## config.mk

```make
export PLATFORM = sky130hd
export DESIGN_NAME = btt_cell
export DESIGN_NICKNAME = d
export VERILOG_FILES = /design/src/block_cache_tag_table_lru_macros.svh /design/src/btt_pkg.sv /design/src/btt_cell.sv
export SDC_FILE = /design/constraint.sdc
export NUM_CORES = 1
export LEC_CHECK = 0
export BUFFER_PORTS_ARGS = -buffer_cell sky130_fd_sc_hd__buf_2
export CAP_MARGIN = 20
export CORE_MARGIN = 4
export CORE_UTILIZATION = 49
export CTS_CLUSTER_SIZE = 10
export DETAILED_ROUTE_END_ITERATION = 12
export PLACE_DENSITY = 0.91
export SETUP_SLACK_MARGIN = 0.5
export SLEW_MARGIN = 20
export SYNTH_ARGS = -nofsm -noshare
export SYNTH_HDL_FRONTEND = slang
export SYNTH_SLANG_ARGS = --single-unit
```

## constraint.sdc

```tcl
create_clock -name clk -period 2.35 [get_ports clk]
set_input_delay 0.235 -clock clk [delete_from_list [all_inputs] [get_ports clk]]
set_output_delay 0.235 -clock clk [all_outputs]
set_load 0.1 [all_outputs]
```

## src/block_cache_tag_table_lru_macros.svh

```systemverilog
// assertion macros used by the tag table rtl
`ifndef BLOCK_CACHE_TAG_TABLE_LRU_MACROS_SVH
`define BLOCK_CACHE_TAG_TABLE_LRU_MACROS_SVH

// same-cycle implication, checked out of reset
`define BTT_ASSERT_NOW(lbl, ante, cons, msg) \
  lbl: assert property (@(posedge clk) disable iff (!rst_n) (ante) |-> (cons)) else $error(msg);

// next-cycle implication, checked out of reset
`define BTT_ASSERT_NXT(lbl, ante, cons, msg) \
  lbl: assert property (@(posedge clk) disable iff (!rst_n) (ante) |=> (cons)) else $error(msg);

`endif

```

## src/btt_pkg.sv

```systemverilog
// types, constants and helpers of the block cache tag table
package btt_pkg;

  localparam int unsigned NUM_SLOTS_DEF = 32;
  localparam int unsigned NUM_SLOTS_MAX = 64;
  localparam int unsigned SLOT_W        = 5;
  localparam int unsigned SLOT_IDX_W    = $clog2(NUM_SLOTS_MAX);
  localparam int unsigned KIND_W        = 3;
  localparam int unsigned DEV_W         = 8;
  localparam int unsigned BLK_W         = 32;
  localparam int unsigned REFS_W        = 8;
  localparam int unsigned STAMP_W       = 32;
  localparam int unsigned STATUS_W      = 2;

  localparam logic [REFS_W-1:0]  REFS_MAX   = '1;
  localparam logic [STAMP_W-1:0] STAMP_ONES = '1;

  typedef enum logic [KIND_W-1:0] {
    KIND_GET     = 3'd0,
    KIND_WRITE   = 3'd1,
    KIND_RELEASE = 3'd2,
    KIND_PIN     = 3'd3,
    KIND_UNPIN   = 3'd4,
    KIND_TICK    = 3'd5
  } btt_kind_t;

  typedef enum logic [STATUS_W-1:0] {
    STATUS_OK        = 2'd0,
    STATUS_NO_FREE   = 2'd1,
    STATUS_UNDERFLOW = 2'd2
  } btt_status_t;

  typedef enum logic [1:0] {
    ST_IDLE,
    ST_SCAN,
    ST_HOLD
  } btt_state_t;

  typedef struct packed {
    logic [KIND_W-1:0] kind;
    logic [DEV_W-1:0]  device_id;
    logic [BLK_W-1:0]  block_number;
    logic [SLOT_W-1:0] slot_index;
  } btt_in_t;

  typedef struct packed {
    logic [SLOT_W-1:0]   result_slot;
    logic                was_hit;
    logic                read_request;
    logic                write_request;
    logic [REFS_W-1:0]   ref_after;
    logic [STATUS_W-1:0] status;
  } btt_out_t;

  // search wave handed from cell to cell
  typedef struct packed {
    logic                  valid;
    logic                  hit;
    logic [SLOT_IDX_W-1:0] hit_idx;
    logic [REFS_W-1:0]     hit_refs;
    logic                  hit_valid;
    logic                  free;
    logic [SLOT_IDX_W-1:0] free_idx;
    logic [STAMP_W-1:0]    free_stamp;
    logic [REFS_W-1:0]     addr_refs;
  } btt_carry_t;

  // entry write broadcast to the cells
  typedef struct packed {
    logic                  en;
    logic [SLOT_IDX_W-1:0] idx;
    logic                  wr_tag;
    logic [DEV_W-1:0]      dev;
    logic [BLK_W-1:0]      blk;
    logic                  wr_stamp;
    logic [STAMP_W-1:0]    stamp;
    logic [REFS_W-1:0]     refs;
    logic                  wr_valid;
  } btt_upd_t;

  function automatic logic [REFS_W-1:0] refs_inc(input logic [REFS_W-1:0] r);
    return (r == REFS_MAX) ? r : r + 1'b1;
  endfunction

endpackage

```

## src/btt_cell.sv

```systemverilog
// one tag table entry and its stage of the search wave
module btt_cell #(
  parameter int unsigned IDX = 0
) (
  input  logic               clk,
  input  logic               rst_n,
  input  btt_pkg::btt_in_t    query,
  input  btt_pkg::btt_carry_t carry_i,
  output btt_pkg::btt_carry_t carry_o,
  input  btt_pkg::btt_upd_t   upd
);
  import btt_pkg::*;

  localparam logic [SLOT_IDX_W-1:0] MY_IDX = SLOT_IDX_W'(IDX);

  logic [DEV_W-1:0]   dev_r;
  logic [BLK_W-1:0]   blk_r;
  logic               valid_r;
  logic [REFS_W-1:0]  refs_r;
  logic [STAMP_W-1:0] stamp_r;
  btt_carry_t         carry_r;
  btt_carry_t         carry_nxt;
  logic               match;
  logic               qualify;

  assign match   = (dev_r == query.device_id) && (blk_r == query.block_number);
  assign qualify = (refs_r == '0) && (stamp_r != STAMP_ONES) &&
                   (!carry_i.free || (stamp_r <= carry_i.free_stamp));

  always_comb begin
    carry_nxt = carry_i;
    if (!carry_i.hit && match) begin
      carry_nxt.hit       = 1'b1;
      carry_nxt.hit_idx   = MY_IDX;
      carry_nxt.hit_refs  = refs_r;
      carry_nxt.hit_valid = valid_r;
    end
    // later slots win ties
    if (qualify) begin
      carry_nxt.free       = 1'b1;
      carry_nxt.free_idx   = MY_IDX;
      carry_nxt.free_stamp = stamp_r;
    end
    if (SLOT_IDX_W'(query.slot_index) == MY_IDX) begin
      carry_nxt.addr_refs = refs_r;
    end
  end

  always_ff @(posedge clk) begin
    if (!rst_n) begin
      carry_r <= '0;
    end else begin
      carry_r <= carry_nxt;
    end
  end

  always_ff @(posedge clk) begin
    if (!rst_n) begin
      dev_r   <= '0;
      blk_r   <= '0;
      valid_r <= 1'b0;
      refs_r  <= '0;
      stamp_r <= '0;
    end else if (upd.en && (upd.idx == MY_IDX)) begin
      refs_r <= upd.refs;
      if (upd.wr_tag) begin
        dev_r <= upd.dev;
        blk_r <= upd.blk;
      end
      if (upd.wr_stamp) begin
        stamp_r <= upd.stamp;
      end
      if (upd.wr_valid) begin
        valid_r <= 1'b1;
      end
    end
  end

  assign carry_o = carry_r;

endmodule

```

# Yosys cells after proc, flatten, opt, wreduce, memory -nomap -nowiden
# Cells that the tools add are included.
# op_classes
magnitude_cmp	1
n_bitwise	1
n_eq_ne	3
mux	3
n_reduce_logical	16
# op_table
operator	count
2-to-1 mux 39 bit	1
equality test 32 bit	1
<= comparator 32 bit	1
!= test 32 bit, second input constant	1
2-to-1 mux 16 bit	1
equality test 8 bit	1
logical NOT 8 bit	1
2-to-1 mux 8 bit	1
logical NOT 6 bit	1
AND reduction 2 bit	3
logical AND 1 bit	5
logical NOT 5 bit	1
OR reduction 2 bit	2
logical NOT 1 bit	2
logical OR 1 bit	1
inverter 1 bit	1
# totals
inputBits	204
elab_cells	38
reg_bits	145
out_inout_bits	64

# Longest topological paths before layout
# depth
ltp_word	4
ltp_mapped	10
depth_no_buf	8

# Worst setup path before layout
# Ideal clock, no wire load.
# synth_timing
path_kind	register -> register
from	register stamp_r[29]
to	register carry_r, in the netlist carry_o[19]
required_ns	2.278
stages_incl_launch_ff	10
slack_ns	0.224
setup_ns	0.072
t_arrival_ns	2.055
path_buffers	2
synth_period_minus_slack_ns	2.126
path_cell_list	dfxtp_1 -> ha_1 -> a21o_1 -> a21o_1 -> a222oi_1 -> a221oi_1 -> nor3b_2 -> buf_4 -> buf_12 -> mux2i_1
# synth_via
elab_chain_cells	4
elab_cells_between_ends	6
classes_between	order compare (1); eq/ne (1); mux (1); reduce/logical (3)
# synth_rtl
element	line_no	source
start, declared	btt_cell.sv:20	logic [STAMP_W-1:0] stamp_r;
start signal, assigned	btt_cell.sv:71	stamp_r <= upd.stamp;
<= comparator 32 bit or != test 32 bit (tied branches)	btt_cell.sv:28, btt_cell.sv:27	
logical OR 1 bit or logical AND 1 bit (tied branches)	btt_cell.sv:28, btt_cell.sv:27	
logical AND 1 bit (*)	btt_cell.sv:27	assign qualify = (refs_r == '0) && (stamp_r != STAMP_ONES) &&
2-to-1 mux 39 bit (*)	btt_cell.sv:39	if (qualify) begin
end signal, assigned	btt_cell.sv:53	carry_r <= carry_nxt;
end, declared	btt_cell.sv:21	btt_carry_t carry_r;
# Every way passes the cells marked *; elsewhere a longest branch is shown, timed or not.
# A chain may end at the register's enable or synchronous reset.

# Worst setup path in the final report
# layout_timing
from	register stamp_r[11]
to	register carry_r, in the netlist carry_o[14]
# Same word-level chain as after synthesis.

==> results.tsv <==
metric	value	unit
status	completed	
top_reg_cell synth	dfxtp_1	
Std-Cell Rows	42	
Sequential Power Share	0.424	
port bufs	264	
DIE AREA	15600	sq um
Top-Level Pins	268	
Synth top cells by count	nand2_1, dfxtp_1, a21boi_0, mux2i_1, xor2_1	
Final HPWL DP	14.4	mm
Worst setup EP type	flop	
max-cap violations	0	
Final period util	0.988	
fin util	0.689	
RSZ-0062 raised after global routing	true	
first drt pass iteration count	5	
CTS tree	done	
placed cell count	1187	
Initial DRC Count	425	
CP delay by family, top	simple AND/OR/NAND/NOR gates	
Worst Max-Slew Pin Slew	632	ps
first-pass GRT wire length	31.6	mm
vias per cell	5.22	
worst stage delay on the critical path	370	ps
WS Path Type	flop to flop	
Die Ht	125	um
Cells after Synth	760	
crit start category	flop	
Async S/R FF share, synth	0	
Synthesis Warnings	0	
HP Class	input port to flop	
top cell type by total area after synthesis	dfxtp_1	
final setup violation count	0	
largest net degree at the start of global routing	56	
Antenna Cells	0	
syn avg cell area	8.78	sq um
total CTS buffers	17	
Root Buffer	clkbuf_16	
worst-path fanout max	7	
combinational power share	0.120	
Seq cells post-synth	145	
CTS HTree Levels	4	
routed via count	6415	
leakage	0.00443	uW
PwrDens	645	nW/um^2
sequential area share after synthesis	0.435	
top-count cell post-synth	nand2_1	
layout cells sized above 1	0.347	
clock share of power	0.456	
Synth top area share	0.435	
Final Non-Filler Cells	1228	
number of flops mapped to enable cells by yosys	0	
max_slew headroom	0.578	
r2r setup slk	30	ps
remaining global-route overflow	0	
Layout Nets	1275	
Worst IR Drop VDD	0.000408	V
Die X	125	um
top cells by area, synth	dfxtp_1, nand2_1, mux2i_1, a21boi_0, ha_1	
syn_nets	996	
CP max stage cell	ha_1	
ANT nets after route	0	
Post-route DRC	0	
Hold Fails Final Rpt	0	
CP most frequent cell	buf_6	
initial core utilization	0.502	
switching portion of total power	0.255	
Int Pwr	4400	uW
CP cell instances	ha_1 -> nand4_1 -> nor4_2 -> buf_4 -> nand3b_1 -> a31oi_2 -> nor3b_4 -> buf_6 -> buf_6 -> mux2i_1	
Synth Cell Area	6680	sq um
CTS Sinks	145	
Detailed Route WL	20.2	mm
Crit path required time	2690	ps
clock latency on the worst-skew pair	420	ps
Distinct cells, synth	36	
Area Growth Syn to Fin	37.3	%
Placer Congestion	0.880	
fin crit period	2320	ps
GRT Overall Usage	0.251	
Placeable Area	13300	sq um
WL/cell	16.5	um
worst clock skew	6.95	ps
clk buf depth	2	
max frequency	431	MHz
Psw	1510	uW
WP data arrival	2670	ps
CP Buf/Inv Count	3	
Slew Limit Fails	0	
initial antenna violation count	0	
vias in the first global route	6473	
clock slew at reported path FFs	60	ps
## power groups by stage
stage	combinational (uW)	sequential (uW)	clock, uW
after floorplan	184	2790	0
after global placement	662	2560	0
after detailed placement	673	2560	0
after CTS	695	2500	2730
after global routing	758	2510	2830
final	711	2500	2700
## per-stage QoR
stage	cell area, sq um	hold slack, ps	worst slack (ps)	total power (uW)	setup TNS [ps]
2_1_floorplan	6690	357	310	2970	0
3_3_place_gp	8280	434	-12.6	3220	-131
3_5_place_dp	8280	436	-34.5	3230	-242
4_1_cts	9050	8.21	30.5	5930	0
5_1_grt	9170	11.9	-73.4	6100	-1620
6_report	9170	27.2	28.8	5910	0
## registers in the layout, indices dropped and copies added, names as in the netlist
signal,cells
carry_o,64
blk_r,32
stamp_r,32
dev_r,8
refs_r,8
valid_r,1
## cell type report
cell class / instances / area [sq um]
Fill cell: 970 / 4130
Clock inverter: 11 / 128
Multi-Input combinational cell: 540 / 3600
Tap cell: 176 / 220
Timing Repair Buffer: 301 / 1700
Clock buffer: 21 / 470
Sequential cell: 145 / 2920
Inverter: 34 / 128
## worst paths after layout
check	start	end	depth (start not counted)
worst max-delay path	stamp_r[11]$_SDFFE_PN0P_	carry_o[14]$_SDFF_PN0_	10
worst min-delay path	carry_i[59]	carry_o[59]$_SDFF_PP0_	2
worst max register to register	stamp_r[11]$_SDFFE_PN0P_	carry_o[14]$_SDFF_PN0_	10
worst min register to register	blk_r[2]$_SDFFE_PN0P_	blk_r[2]$_SDFFE_PN0P_	2
## timing repair
action | in CTS | in global routing
hold buffers | 0 | 0
setup endpoints to repair | 53 | 53
cloned | 2 | 1
endpoints found under the hold margin | 0 | 0
resized for setup | 36 | 15
buffers inserted | 4 | 2
pin swaps | 19 | 9
## cells by family after synthesis
group,after synthesis,share of synthesized area
XOR/XNOR,40,0.0525
adder cells (fa/ha/maj),32,0.0600
flip-flops,145,0.435
AO/OA/AOI/OAI,102,0.108
multiplexers,57,0.0855
AND/OR/NAND/NOR,309,0.210
buffers and inverters,75,0.0485
## placed cells by master, fill, tap and decap left out, types with 6 or more instances in the layout
| cell type | instances |
|---|---|
| a21boi_0 | 72 |
| a21oi_1 | 13 |
| and3b_1 | 6 |
| buf_2 | 263 |
| buf_4 | 25 |
| buf_6 | 6 |
| clkbuf_16 | 18 |
| dfxtp_1 | 136 |
| dfxtp_2 | 8 |
| ha_1 | 28 |
| inv_1 | 34 |
| mux2i_1 | 55 |
| nand2_1 | 218 |
| nand4_1 | 18 |
| nor2b_1 | 27 |
| nor4_1 | 10 |
| nor4_2 | 6 |
| xor2_1 | 40 |
## layer usage
| layer | GRT usage | wire length [um] | vias up |
|---|---|---|---|
| met3 | 0.0562 | 1350 | 64 |
| li1 | - | - | 3088 |
| met4 | 0.130 | 822 | 0 |
| met1 | 0.272 | 7640 | 2967 |
| met2 | 0.455 | 10400 | 296 |
| met5 | 0 | 0 | - |
No activity file was read; power rests on OpenSTA's default activity.
