<file path="src/block_cache_tag_table_lru_macros.svh">
// assertion macros used by the tag table rtl
`ifndef BLOCK_CACHE_TAG_TABLE_LRU_MACROS_SVH
`define BLOCK_CACHE_TAG_TABLE_LRU_MACROS_SVH

// same-cycle implication, checked out of reset
`define BTT_ASSERT_NOW(lbl, ante, cons, msg) \
  lbl: assert property (@(posedge clk) disable iff (!rst_n) (ante) |-> (cons)) else $error(msg);

// next-cycle implication, checked out of reset
`define BTT_ASSERT_NXT(lbl, ante, cons, msg) \
  lbl: assert property (@(posedge clk) disable iff (!rst_n) (ante) |=> (cons)) else $error(msg);

`endif

</file>
<file path="src/btt_pkg.sv">
// types, constants and helpers of the block cache tag table
package btt_pkg;

  localparam int unsigned NUM_SLOTS_DEF = 32;
  localparam int unsigned NUM_SLOTS_MAX = 64;
  localparam int unsigned SLOT_W        = 5;
  localparam int unsigned SLOT_IDX_W    = $clog2(NUM_SLOTS_MAX);
  localparam int unsigned KIND_W        = 3;
  localparam int unsigned DEV_W         = 8;
  localparam int unsigned BLK_W         = 32;
  localparam int unsigned REFS_W        = 8;
  localparam int unsigned STAMP_W       = 32;
  localparam int unsigned STATUS_W      = 2;

  localparam logic [REFS_W-1:0]  REFS_MAX   = '1;
  localparam logic [STAMP_W-1:0] STAMP_ONES = '1;

  typedef enum logic [KIND_W-1:0] {
    KIND_GET     = 3'd0,
    KIND_WRITE   = 3'd1,
    KIND_RELEASE = 3'd2,
    KIND_PIN     = 3'd3,
    KIND_UNPIN   = 3'd4,
    KIND_TICK    = 3'd5
  } btt_kind_t;

  typedef enum logic [STATUS_W-1:0] {
    STATUS_OK        = 2'd0,
    STATUS_NO_FREE   = 2'd1,
    STATUS_UNDERFLOW = 2'd2
  } btt_status_t;

  typedef enum logic [1:0] {
    ST_IDLE,
    ST_SCAN,
    ST_HOLD
  } btt_state_t;

  typedef struct packed {
    logic [KIND_W-1:0] kind;
    logic [DEV_W-1:0]  device_id;
    logic [BLK_W-1:0]  block_number;
    logic [SLOT_W-1:0] slot_index;
  } btt_in_t;

  typedef struct packed {
    logic [SLOT_W-1:0]   result_slot;
    logic                was_hit;
    logic                read_request;
    logic                write_request;
    logic [REFS_W-1:0]   ref_after;
    logic [STATUS_W-1:0] status;
  } btt_out_t;

  // search wave handed from cell to cell
  typedef struct packed {
    logic                  valid;
    logic                  hit;
    logic [SLOT_IDX_W-1:0] hit_idx;
    logic [REFS_W-1:0]     hit_refs;
    logic                  hit_valid;
    logic                  free;
    logic [SLOT_IDX_W-1:0] free_idx;
    logic [STAMP_W-1:0]    free_stamp;
    logic [REFS_W-1:0]     addr_refs;
  } btt_carry_t;

  // entry write broadcast to the cells
  typedef struct packed {
    logic                  en;
    logic [SLOT_IDX_W-1:0] idx;
    logic                  wr_tag;
    logic [DEV_W-1:0]      dev;
    logic [BLK_W-1:0]      blk;
    logic                  wr_stamp;
    logic [STAMP_W-1:0]    stamp;
    logic [REFS_W-1:0]     refs;
    logic                  wr_valid;
  } btt_upd_t;

  function automatic logic [REFS_W-1:0] refs_inc(input logic [REFS_W-1:0] r);
    return (r == REFS_MAX) ? r : r + 1'b1;
  endfunction

endpackage

</file>
<file path="src/btt_ctrl.sv">
// sequencer: item intake, wave launch, result and entry update, time counter
`include "block_cache_tag_table_lru_macros.svh"

module btt_ctrl #(
  parameter int unsigned NUM_SLOTS = btt_pkg::NUM_SLOTS_DEF
) (
  input  logic                clk,
  input  logic                rst_n,
  input  logic                in_valid,
  output logic                in_ready,
  input  btt_pkg::btt_in_t    in_data,
  output logic                out_valid,
  input  logic                out_ready,
  output btt_pkg::btt_out_t   out_data,
  output btt_pkg::btt_in_t    query,
  output btt_pkg::btt_carry_t head,
  input  btt_pkg::btt_carry_t tail,
  output btt_pkg::btt_upd_t   upd
);
  import btt_pkg::*;

  localparam int unsigned CMP_W = SLOT_IDX_W + 1;

  btt_state_t         state_r;
  btt_state_t         state_nxt;
  btt_in_t            q_r;
  logic               launch_r;
  logic [STAMP_W-1:0] time_r;
  logic [STAMP_W-1:0] time_nxt;
  btt_out_t           res_r;
  btt_out_t           res;
  btt_out_t           out_data_r;
  logic               out_valid_r;
  logic               out_free;
  logic               finish;
  logic               load_out;
  logic               load_res;
  logic               slot_ok;
  logic [REFS_W-1:0]  hit_refs_inc;

  assign in_ready     = (state_r == ST_IDLE);
  assign out_free     = !out_valid_r || out_ready;
  assign finish       = (state_r == ST_SCAN) && tail.valid;
  assign slot_ok      = CMP_W'(q_r.slot_index) < CMP_W'(NUM_SLOTS);
  assign hit_refs_inc = refs_inc(tail.hit_refs);

  always_comb begin
    head       = '0;
    head.valid = launch_r;
  end

  always_comb begin
    res      = '0;
    upd      = '0;
    time_nxt = time_r;
    upd.idx  = SLOT_IDX_W'(q_r.slot_index);
    upd.dev  = q_r.device_id;
    upd.blk  = q_r.block_number;
    upd.stamp = time_r;
    case (q_r.kind)
      KIND_GET: begin
        if (tail.hit) begin
          upd.en           = finish;
          upd.idx          = tail.hit_idx;
          upd.wr_stamp     = 1'b1;
          upd.wr_valid     = 1'b1;
          upd.refs         = hit_refs_inc;
          res.result_slot  = tail.hit_idx[SLOT_W-1:0];
          res.was_hit      = 1'b1;
          res.read_request = !tail.hit_valid;
          res.ref_after    = hit_refs_inc;
        end else if (tail.free) begin
          upd.en           = finish;
          upd.idx          = tail.free_idx;
          upd.wr_tag       = 1'b1;
          upd.wr_stamp     = 1'b1;
          upd.wr_valid     = 1'b1;
          upd.refs         = REFS_W'(1);
          res.result_slot  = tail.free_idx[SLOT_W-1:0];
          res.read_request = 1'b1;
          res.ref_after    = REFS_W'(1);
        end else begin
          res.status = STATUS_NO_FREE;
        end
      end
      KIND_TICK: begin
        if (finish) begin
          time_nxt = time_r + 1'b1;
        end
      end
      KIND_WRITE, KIND_RELEASE, KIND_PIN, KIND_UNPIN: begin
        res.result_slot = q_r.slot_index;
        if (slot_ok) begin
          upd.en = finish;
          case (q_r.kind)
            KIND_WRITE: begin
              upd.wr_stamp      = 1'b1;
              upd.refs          = tail.addr_refs;
              res.write_request = 1'b1;
              res.ref_after     = tail.addr_refs;
            end
            KIND_PIN: begin
              upd.refs      = refs_inc(tail.addr_refs);
              res.ref_after = refs_inc(tail.addr_refs);
            end
            default: begin
              if (tail.addr_refs == '0) begin
                upd.refs   = '0;
                res.status = STATUS_UNDERFLOW;
              end else begin
                upd.refs      = tail.addr_refs - 1'b1;
                res.ref_after = tail.addr_refs - 1'b1;
              end
            end
          endcase
        end
      end
      default: begin
        res = '0;
      end
    endcase
  end

  always_comb begin
    state_nxt = state_r;
    load_out  = 1'b0;
    load_res  = 1'b0;
    case (state_r)
      ST_IDLE: begin
        if (in_valid) begin
          state_nxt = ST_SCAN;
        end
      end
      ST_SCAN: begin
        if (tail.valid) begin
          if (out_free) begin
            load_out  = 1'b1;
            state_nxt = ST_IDLE;
          end else begin
            load_res  = 1'b1;
            state_nxt = ST_HOLD;
          end
        end
      end
      ST_HOLD: begin
        if (out_free) begin
          load_out  = 1'b1;
          state_nxt = ST_IDLE;
        end
      end
      default: begin
        state_nxt = ST_IDLE;
      end
    endcase
  end

  always_ff @(posedge clk) begin
    if (!rst_n) begin
      state_r <= ST_IDLE;
    end else begin
      state_r <= state_nxt;
    end
  end

  always_ff @(posedge clk) begin
    if (!rst_n) begin
      launch_r    <= 1'b0;
      time_r      <= '0;
      out_valid_r <= 1'b0;
    end else begin
      launch_r <= in_valid && in_ready;
      time_r   <= time_nxt;
      if (load_out) begin
        out_valid_r <= 1'b1;
      end else if (out_ready) begin
        out_valid_r <= 1'b0;
      end
    end
  end

  always_ff @(posedge clk) begin
    if (in_valid && in_ready) begin
      q_r <= in_data;
    end
    if (load_res) begin
      res_r <= res;
    end
    if (load_out) begin
      out_data_r <= (state_r == ST_HOLD) ? res_r : res;
    end
  end

  assign query     = q_r;
  assign out_valid = out_valid_r;
  assign out_data  = out_data_r;

  `BTT_ASSERT_NXT(a_accept_launches, in_valid && in_ready, launch_r && (state_r == ST_SCAN), "accepted item did not launch a search wave")
  `BTT_ASSERT_NOW(a_wave_in_scan, tail.valid, state_r == ST_SCAN, "search wave left the chain outside a scan")
  `BTT_ASSERT_NOW(a_upd_at_finish, upd.en, finish && (CMP_W'(upd.idx) < CMP_W'(NUM_SLOTS)), "entry update outside wave end or out of range")
  `BTT_ASSERT_NOW(a_out_from_scan, $rose(out_valid_r), ($past(state_r) == ST_SCAN) || ($past(state_r) == ST_HOLD), "result appeared without a finished scan")

endmodule

</file>
<file path="config.mk">
export PLATFORM = sky130hd
export DESIGN_NAME = btt_ctrl
export DESIGN_NICKNAME = d
export VERILOG_FILES = /design/src/btt_pkg.sv /design/src/btt_ctrl.sv
export VERILOG_INCLUDE_DIRS = /design/src /design/src/src
export SDC_FILE = /design/constraint.sdc
export NUM_CORES = 1
export LEC_CHECK = 0
export BUFFER_PORTS_ARGS = -buffer_cell sky130_fd_sc_hd__buf_2
export CAP_MARGIN = 0
export CORE_AREA = 2 2 130 132
export DETAILED_ROUTE_END_ITERATION = 7
export DIE_AREA = 0 0 132 134
export GPL_ROUTABILITY_DRIVEN = 1
export PLACE_DENSITY = 0.75
export SLEW_MARGIN = 20
export SYNTH_ARGS = -nofsm -noshare
export SYNTH_HDL_FRONTEND = slang
export SYNTH_SLANG_ARGS = --single-unit
</file>
<file path="constraint.sdc">
create_clock -name clk -period 4.1 [get_ports clk]
set_clock_uncertainty 0.15 [all_clocks]
set_input_delay 0.615 -clock clk [delete_from_list [all_inputs] [get_ports clk]]
set_output_delay 0.615 -clock clk [all_outputs]
set_load 0.02 [all_outputs]
</file>
==> Yosys cells after proc, flatten, opt, wreduce, memory -nomap -nowiden <==
Index checks and enable logic that the tools add are counted.
{ "totals": {"register_bits": 120} }
{ "classes": {"eq_ne": 12, "mux": 45, "add_sub_neg": 4, "n_reduce_logical": 13} }
{ "op_table": {"columns": ["op", "count"], "rows": [
  ["8-bit 2-to-1 mux", 5],
  ["32-bit by 1-bit adder with 32-bit output, second input constant", 1],
  ["8-bit case mux with 2 select lines", 2],
  ["10-bit case mux with 2 select lines", 1],
  ["1-bit 2-to-1 mux", 18],
  ["18-bit 2-to-1 mux", 1],
  ["8-bit by 1-bit adder with 8-bit output, second input constant", 2],
  ["8-bit equality test, second input constant", 2],
  ["2-bit 2-to-1 mux", 8],
  ["7-bit 2-to-1 mux", 2],
  ["5-bit 2-to-1 mux", 2],
  ["5-bit case mux with 2 select lines", 1],
  ["9-bit 2-to-1 mux", 1],
  ["8-bit logical NOT", 1],
  ["8-bit by 1-bit subtractor with 8-bit output, second input constant", 1],
  ["3-bit by 2-bit equality test with 1-bit output, second input constant", 2],
  ["3-bit equality test, second input constant", 2],
  ["2-bit inequality test, second input constant", 3],
  ["1-bit case mux with 2 select lines", 3],
  ["2-bit case mux with 3 select lines", 1],
  ["4-bit OR reduction", 1],
  ["3-bit by 1-bit equality test with 1-bit output, second input constant", 1],
  ["3-bit logical NOT", 1],
  ["3-bit AND reduction", 1],
  ["other kinds (9)", 11]
]} }

==> Logic depth before layout (Yosys ltp) <==
Gate-level depths: netlist (run 1).
{ "depth": {"word_depth": 6, "ltp_mapped": 8} }

==> Least setup slack after synthesis (run 1) <==
No wires, ideal clock.
{ "synth_path": {"path_type": "input port to output port", "from": "input port tail[4] (netlist bit)", "to": "output port upd[8] (netlist bit)", "cell_stages": 7, "path_slack_ns": 1.117, "n_path_buf": 2, "t_arrival_ns": 2.218, "path_cell_list": "buf_2 nor4_4 nor4b_1 mux2_2 o21ai_0 o32ai_1 buf_4"} }
{ "synth_lines": {"columns": ["item", "line_no", "text"], "rows": [
  ["from (decl)", "btt_ctrl.sv:17", "input btt_pkg::btt_carry_t tail,"],
  ["to (decl)", "btt_ctrl.sv:18", "output btt_pkg::btt_upd_t upd"]
]} }

==> reports/results.txt, run 1 <==
initial antenna violation count: 0
Synth Cell Area: 6390 sq um
HP Start: in_data[31]
max cap viols: 0
Reg-to-Reg End: out_data[6]$_DFFE_PP_
num rows: 47
CP required: 3340 ps
WL met1: 7150 um
Max Clock Freq: 0.281 GHz
die footprint: 17700 sq um
Layout area overhead: 21.8%
Post-CTS Setup Inserts: 0
total power: 3330 uW
Hold Path End: query[31]$_DFFE_PP_
share of cells above drive strength 1: 38.0%
Routed Antenna Nets: 0
DR iter-0 viols: 290
Setup TNS Final: 0 ps
RR Startpoint: query[45]$_DFFE_PP_
R2R setup slack: 1370 ps
final critical-path share of the clock period: 86.9%
# DRC: 0
number of filler cells placed in the layout: 1554
Congestion Overflow GR: 0
max-slew violations: 0
Skew-Pair Late Insertion Delay: 410 ps
Least-Margin Pin Slew: 1040 ps
most area-consuming cells after synthesis: edfxtp_1, buf_4, dfxtp_1
Root Driver: clkbuf_16
DR vias/cell: 4.85
commonest non-fill, non-tap cell in the layout: buf_2
HPWL after detailed placement: 12900 um
number of global-route vias before repair: 4487
combinational power share: 15.0%
Sw Ratio: 27.8%
drt pass-1 iters: 5
hold path depth: 1
Rel. slew slack: 30.5%
cell leakage power: 0.00335 uW
Primary FF master, synth: edfxtp_1
Global Route Usage Sum: 19.1%
routability cong.: 0.932
placed cells: 990
CTS tree: yes
Setup WS pre-CTS: 797 ps
pwr/cell area: 429 nW/um^2
clock share of power: 43.3%
asr flop ratio synth: 0%
H-Tree Depth: 4
largest net degree at the start of global routing: 35
input/output buffers: 242
Register Area: 3240 sq um
die width: 132 um
first-pass GRT wire length: 25700 um
Die Span Y: 134 um
final setup vio count: 0
worst-path fanout max: 12
Internal Pwr Total: 2410 uW
total CTS buffers: 17
Synth top area share: 39.5%
min cycle time layout: 3560 ps
n_diodes: 0
Yosys reg bits: 120
Post-CTS Hold Buffers: 0
endpoint type of the worst setup path: primary output
switching component of the power: 926 uW
clk sinks: 120
# IOs: 338
total number of vias: 4952
Mapped Cells: 594
top routing layer in use: met4
RSZ-0062 raised after global routing: false
Routed WL per cell: 16.8 um
sequential fraction of the synthesis area: 50.8%
FF-to-FF path depth: 5
Max Buffers Root-to-Sink: 2
Worst Hold Class: input port to flip-flop
CTS resizes: 0
CP startpoint kind: flip-flop
Finished Layout Cells: 1022
fin area: 7780 sq um
Worst VDD drop: 0.000264 V
critical path arrival: 2800 ps
total wire length: 17100 um
PnR worst setup slack: 538 ps
Seq pwr share: 41.7%
outcome: finished, final reports clean
commonest cells after routing, fill and taps aside: buf_2, edfxtp_1, conb_1, nor2_1, nand2_1
Final Hold Fails: 0
Routed met3 length: 1440 um
Avg Cell Area, Syn: 10.8 sq um
met2 routed WL: 8360 um
fin nets: 913
Clk pin slew, worst setup/hold paths: 60 ps
Area after DPL: 7190 sq um
Post-synth EDFFs: 84
Netlist cell types: 60
Synth area leader: edfxtp_1
Worst Setup Path Type: flip-flop to primary output
footprint of the multi-input gates: 2370 sq um
initial core utilization: 39.2%
yosys warns: 0
Core Box Area: 16300 sq um
==> logic make-up (layout without fill, tap and decap cells) <==
family	Yosys count	count (layout)	share of synthesized area [%]
compound gates	85	85	8.68
other cells	1	63	0.0587
flops	120	120	50.8
buf+inv	147	293	15.8
fa+ha+maj	8	8	1.57
xor+xnor	27	27	3.70
mux	21	21	3.61
simple gates	185	185	15.8
==> Yosys cell counts, drive strengths merged, types with 4 or more instances <==
master,n
mux2i,5
a22oi,7
nor3,10
nand3,24
a21oi,17
dfxtp,36
o211ai,6
clkbuf,11
mux2,16
xor2,18
nor4,9
nor2,47
edfxtp,84
nand4,15
o31ai,6
ha,8
and3,6
buf,122
xnor2,9
o21ai,19
nor2b,8
inv,12
or3,8
o21a,4
a31oi,8
and4,5
nand2b,4
nand2,37
==> layer usage <==
| layer | global-route usage [%] | vias to the layer above |
|---|---|---|
| li1 | - | 2363 |
| met1 | 24.8 | 2345 |
| met2 | 30.8 | 231 |
| met3 | 5.63 | 13 |
| met4 | 5.74 | 0 |
| met5 | 0 | - |
==> state kept, by name (all words and copies together) (netlist names) <==
register and count:
out_data 18, res_r 18, query 48, time_r 32, launch_r 1, out_valid 1, state_r 2
==> critical path, stage by stage, from the launching register on <==
cell	delay, ps
edfxtp_1	610
or3_1	440
and2_1	510
o311ai_0	320
o22ai_1	290
buf_2	210
==> worst max path at each step <==
stage                              startpoint      to  slack [ps]  cells after the start
after floorplan                       tail[4]  upd[8]        1120                      7
after global placement                tail[4]  upd[8]         830                      7
after detailed placement              tail[4]  upd[8]         800                      7
after CTS                 query[45]$_DFFE_PP_  upd[5]         520                      5
after global routing      query[45]$_DFFE_PP_  upd[5]         390                      5
final                     query[45]$_DFFE_PP_  upd[5]         540                      5
==> area by class of cell <==
type	instances	area share (%)
flip-flops and latches	120	41.7
clock inverters	8	0.756
inverters	14	0.676
clock buffers	24	6.74
well taps	220	3.54
repair buffers	247	16.1
multi-input cells	389	30.5
==> power groups by stage <==
| stage | logic (uW) | clock network [uW] | registers, uW |
|---|---|---|---|
| 3_5_place_dp | 501 | 0 | 1420 |
| 6_report | 502 | 1440 | 1390 |
| 2_1_floorplan | 365 | 0 | 1460 |
| 5_1_grt | 540 | 1520 | 1390 |
| 3_3_place_gp | 497 | 0 | 1410 |
| 4_1_cts | 503 | 1480 | 1390 |
==> through the flow <==
| step | hold slack, ps | util (%) |
|---|---|---|
| after floorplan | 342 | - |
| after global placement | 314 | 44.2 |
| after detailed placement | 324 | 44.2 |
| after CTS | 206 | 47.7 |
| after global routing | 207 | 47.7 |
| final | 227 | 47.7 |
No activity file was read; power rests on OpenSTA's default activity.
==> run 2: changes to the inputs <==
REMOVE_ABC_BUFFERS = 1   (was not set)
==> reports/results.txt, run 2 (synthesized netlist as in run 1, its figures left out) <==
max-slew violations: 0 (unchanged)
Rel. slew slack: 31.7% (+1.2 points)
CP max-delay cell: edfxtp_1
initial antenna violation count: 1 (+1)
critical path arrival: 2780 ps (-20 ps)
Max Buffers Root-to-Sink: 2 (unchanged)
Root Driver: clkbuf_16
met3 Track Usage GR: 5.03% (-0.60 points)
clk sinks: 120 (unchanged)
Die Span Y: 134 um (unchanged)
Finished Layout Cells: 1022 (unchanged)
Routed Antenna Nets: 0 (unchanged)
cell leakage power: 0.00334 uW (-0.13%)
R2R setup slack: 1360 ps (about the same)
endpoint type of the worst setup path: primary output
DR vias/cell: 4.77 (-1.5%)
drt pass-1 iters: 5 (unchanged)
max cap viols: 0 (unchanged)
Clk pin slew, worst setup/hold paths: 60 ps (about the same)
max reg flops: 48 (unchanged)
Core Box Area: 16300 sq um (unchanged)
Register Area: 3240 sq um (unchanged)
number of global-route vias before repair: 4499 (+0.27%)
Worst Setup Path Type: flip-flop to primary output
total number of vias: 4880 (-1.5%)
largest net degree at the start of global routing: 39 (+11%)
grt peak-use layer: met2
routability cong.: 0.898 (-3.6%)
hold path depth: 1 (unchanged)
CTS resizes: 0 (unchanged)
worst stage delay on the critical path: 600 ps (about the same)
commonest non-fill, non-tap cell in the layout: buf_2
num rows: 47 (unchanged)
FF-to-FF path depth: 4 (-1)
share of cells above drive strength 1: 38.2% (+0.17 points)
Post-CTS Setup Inserts: 0 (unchanged)
final critical-path share of the clock period: 86.3% (-0.54 points)
met2 GRT Util: 30.4% (-0.46 points)
CP startpoint kind: flip-flop
DR iter-0 viols: 349 (+20%)
Worst Hold Class: input port to flip-flop
Layout area overhead: 22.2%
footprint of the multi-input gates: 2370 sq um (unchanged)
H-Tree Depth: 4 (unchanged)
number of filler cells placed in the layout: 1494 (-3.9%)
Max Clock Freq: 0.282 GHz (+0.62%)
Routed WL per cell: 16.5 um (-1.7%)
HPWL after detailed placement: 12700 um (-1.5%)
RSZ-0062 raised after global routing: false
worst-path fanout max: 12 (unchanged)
total CTS buffers: 17 (unchanged)
Final Hold Fails: 0 (unchanged)
die width: 132 um (unchanged)
initial core utilization: 39.2% (unchanged)
pwr/cell area: 441 nW/um^2 (+2.9%)
placed cells: 989 (-0.10%)
Congestion Overflow GR: 0 (unchanged)
# DRC: 0 (unchanged)
Skew-Pair Late Insertion Delay: 410 ps (about the same)
CP required: 3340 ps (about the same)
Least-Margin Pin Slew: 1020 ps (-17.6 ps)
Worst VDD drop: 0.000326 V (+24%)
Setup TNS Final: 0 ps (unchanged)
min cycle time layout: 3540 ps (-22.1 ps)
fin nets: 912 (-0.11%)
met1 Use GR: 23.8% (-1.0 points)
input/output buffers: 242 (unchanged)
total wire length: 16800 um (-1.7%)
CP cell instances: or3_1, and2_1, o311ai_0, o22ai_1, buf_2
commonest cells after routing, fill and taps aside: buf_2, edfxtp_1, conb_1, nor2_1, nand2_1
die footprint: 17700 sq um (unchanged)
CTS tree: yes
outcome: finished, final reports clean
first-pass GRT wire length: 25300 um (-1.5%)
Global Route Usage Sum: 18.6% (-0.47 points)
Post-CTS Hold Buffers: 0 (unchanged)
# IOs: 338 (unchanged)
final setup vio count: 0 (unchanged)
run 2: cell types whose count changed in the layout (fill, tap and decap cells not counted), sizes merged, moves of 3 or more:
| cell | before | now |
|---|---|---|
| clkinvlp | 0 | 3 |
| clkbuf | 24 | 17 |
| bufinv | 0 | 3 |
| clkinv | 8 | 4 |
| inv | 14 | 19 |
run 2: final timing paths:
check / from / end
worst min-delay path: in_data[34] / query[34]$_DFFE_PP_
worst min register to register: time_r[31]$_SDFFE_PN0P_ / time_r[31]$_SDFFE_PN0P_
worst max register to register: query[45]$_DFFE_PP_ / out_data[3]$_DFFE_PP_
worst max-delay path: query[45]$_DFFE_PP_ / upd[5]
run 2: per-stage QoR:
| stage | hold slack [ps] | area, sq um | util, % | setup WS [ps] | total power (uW) |
|---|---|---|---|---|---|
| after floorplan | 342 | 5660 | - | 1230 | 1710 |
| after global placement | 311 | 7190 | 44.1 | 794 | 1920 |
| after detailed placement | 337 | 7190 | 44.1 | 760 | 1920 |
| after CTS | 208 | 7800 | 47.9 | 550 | 3480 |
| after global routing | 206 | 7800 | 47.9 | 394 | 3570 |
| final | 224 | 7800 | 47.9 | 560 | 3440 |
run 2: power by group:
| group | total, uW | switching (uW) | internal [uW] |
|---|---|---|---|
| Combinational | 500 | 350 | 149 |
| Clock | 1550 | 578 | 969 |
| Sequential | 1390 | 33.4 | 1360 |
run 2: cell type report:
class                           count  area share, %
Inverter                           14          0.674
Multi-Input combinational cell    389           30.4
Clock buffer                       17           5.45
Timing Repair Buffer              246           15.9
Sequential cell                   120           41.6
Tap cell                          220           3.53
Antenna cell                        1         0.0321
Clock inverter                     15           2.42
run 2: layer usage:
| layer | up-vias | wire [um] |
|---|---|---|
| li1 | 2359 | - |
| met1 | 2302 | 7250 |
| met2 | 205 | 8180 |
| met3 | 14 | 1120 |
| met4 | 0 | 287 |
| met5 | - | 0 |
run 2: worst max-delay path: cells and delay by family (launching register included):
family          cells  cell delay, ps
simple gates        2             950
compound gates      2             580
buf+inv             1             240
flops               1             600
==> run 3: changes to the inputs <==
GPL_TIMING_DRIVEN = 0   (was not set)
==> reports/results.txt, run 3 (synthesized netlist as in run 1, its figures left out) <==
largest net degree at the start of global routing: 35 (-10%)
Max Buffers Root-to-Sink: 2 (unchanged)
first-pass GRT wire length: 25600 um (+1.1%)
fin nets: 911 (-0.11%)
num rows: 47 (unchanged)
Rel. slew slack: 34.3% (+2.6 points)
Clk pin slew, worst setup/hold paths: 60 ps (about the same)
CP required: 3340 ps (about the same)
Max Clock Freq: 0.263 GHz (-6.8%)
max-slew violations: 0 (unchanged)
Layout area overhead: 22.5%
commonest non-fill, non-tap cell in the layout: buf_2
Root Driver: clkbuf_16
Least-Margin Pin Slew: 979 ps (-43.8 ps)
max reg flops: 48 (unchanged)
die width: 132 um (unchanged)
pwr/cell area: 441 nW/um^2 (about the same)
DR vias/cell: 4.76 (-0.35%)
CP startpoint kind: flip-flop
Die Span Y: 134 um (unchanged)
Congestion Overflow GR: 0 (unchanged)
input/output buffers: 242 (unchanged)
cell leakage power: 0.00335 uW (+0.30%)
Setup TNS Final: 0 ps (unchanged)
min cycle time layout: 3800 ps (+259 ps)
Global Route Usage Sum: 18.9% (+0.28 points)
worst-path fanout max: 17 (+5)
endpoint type of the worst setup path: primary output
total CTS buffers: 17 (unchanged)
Skew-Pair Late Insertion Delay: 410 ps (about the same)
routability cong.: 0.870 (-3.2%)
commonest cells after routing, fill and taps aside: buf_2, edfxtp_1, conb_1, nor2_1, nand2_1
CTS tree: yes
RSZ-0062 raised after global routing: false
footprint of the multi-input gates: 2380 sq um (+0.11%)
Worst Setup Path Type: flip-flop to primary output
drt pass-1 iters: 4 (-1)
Routed Antenna Nets: 0 (unchanged)
# IOs: 338 (unchanged)
clk sinks: 120 (unchanged)
critical path arrival: 3030 ps (+250 ps)
number of global-route vias before repair: 4556 (+1.3%)
DR iter-0 viols: 356 (+2.0%)
Core Box Area: 16300 sq um (unchanged)
die footprint: 17700 sq um (unchanged)
Post-CTS Hold Buffers: 0 (unchanged)
fin area: 7820 sq um (+0.27%)
# DRC: 0 (unchanged)
CTS resizes: 0 (unchanged)
initial core utilization: 39.2% (unchanged)
final setup vio count: 0 (unchanged)
Area after DPL: 7210 sq um (+0.28%)
final critical-path share of the clock period: 92.7% (+6.3 points)
Worst Hold Class: input port to flip-flop
initial antenna violation count: 1 (unchanged)
Worst VDD drop: 0.000291 V (-11%)
Post-CTS Setup Inserts: 0 (unchanged)
share of cells above drive strength 1: 38.3% (+0.048 points)
number of filler cells placed in the layout: 1505 (+0.74%)
Final Hold Fails: 0 (unchanged)
outcome: finished, final reports clean
H-Tree Depth: 4 (unchanged)
HPWL after detailed placement: 12900 um (+1.3%)
Register Area: 3240 sq um (unchanged)
Routed WL per cell: 16.6 um (+0.76%)
max cap viols: 0 (unchanged)
total wire length: 17000 um (+0.66%)
total number of vias: 4858 (-0.45%)
-- run 3: cell types whose count changed in the layout (fill, tap and decap cells not counted), sizes merged --
cell / before / now
clkinv: 4 / 6
buf: 246 / 245
clkinvlp: 3 / 1
-- run 3: power by group --
part / switching [uW] / internal [uW]
logic: 347 / 154
registers: 37.6 / 1360
clock network: 580 / 969
total: 964 / 2480
-- run 3: per-layer routing --
layer / vias up / part of all wire, % / track usage (%)
li1: 2356 / - / -
met1: 2260 / 42 / 24.0
met2: 220 / 49 / 31.1
met3: 22 / 6.9 / 5.22
met4: 0 / 2.0 / 6.64
met5: - / 0 / 0
-- run 3: area by class of cell --
cell class | instances | area share [%]
sequential | 120 | 41.5
multi-input combinational | 389 | 30.4
timing repair buffer | 245 | 16.1
clock buffer | 17 | 5.44
tap | 220 | 3.52
clock inverter | 15 | 2.40
inverter | 14 | 0.672
antenna | 1 | 0.0320
-- run 3: path summary, 6_finish.rpt --
path | startpoint | end | slack (ps) | cells after the start
setup / recovery | query[46]$_DFFE_PP_ | upd[1] | 300 | 5
hold reg to reg | time_r[31]$_SDFFE_PN0P_ | time_r[31]$_SDFFE_PN0P_ | 340 | 2
setup reg to reg | query[46]$_DFFE_PP_ | out_data[3]$_DFFE_PP_ | 1170 | 4
hold / removal | in_data[32] | query[32]$_DFFE_PP_ | 230 | 1
-- run 3: metrics by stage --
step | hold slack (ps) | utilization (%) | worst slack (ps) | std cells | total power, uW
3_3_place_gp | 311 | 43.9 | 673 | 985 | 1920
5_1_grt | 199 | 48.0 | 184 | 1021 | 3580
3_5_place_dp | 337 | 44.2 | 738 | 988 | 1920
4_1_cts | 210 | 48.0 | 295 | 1020 | 3480
6_report | 229 | 48.0 | 301 | 1021 | 3450
2_1_floorplan | 342 | - | 1230 | 523 | 1710
-- run 3: worst max-delay path, cell delays in order (launching register included) --
cell and delay [ps]:
edfxtp_1 670, or3_1 660, nor3b_2 780, a31oi_1 80, o221ai_1 190, buf_2 240
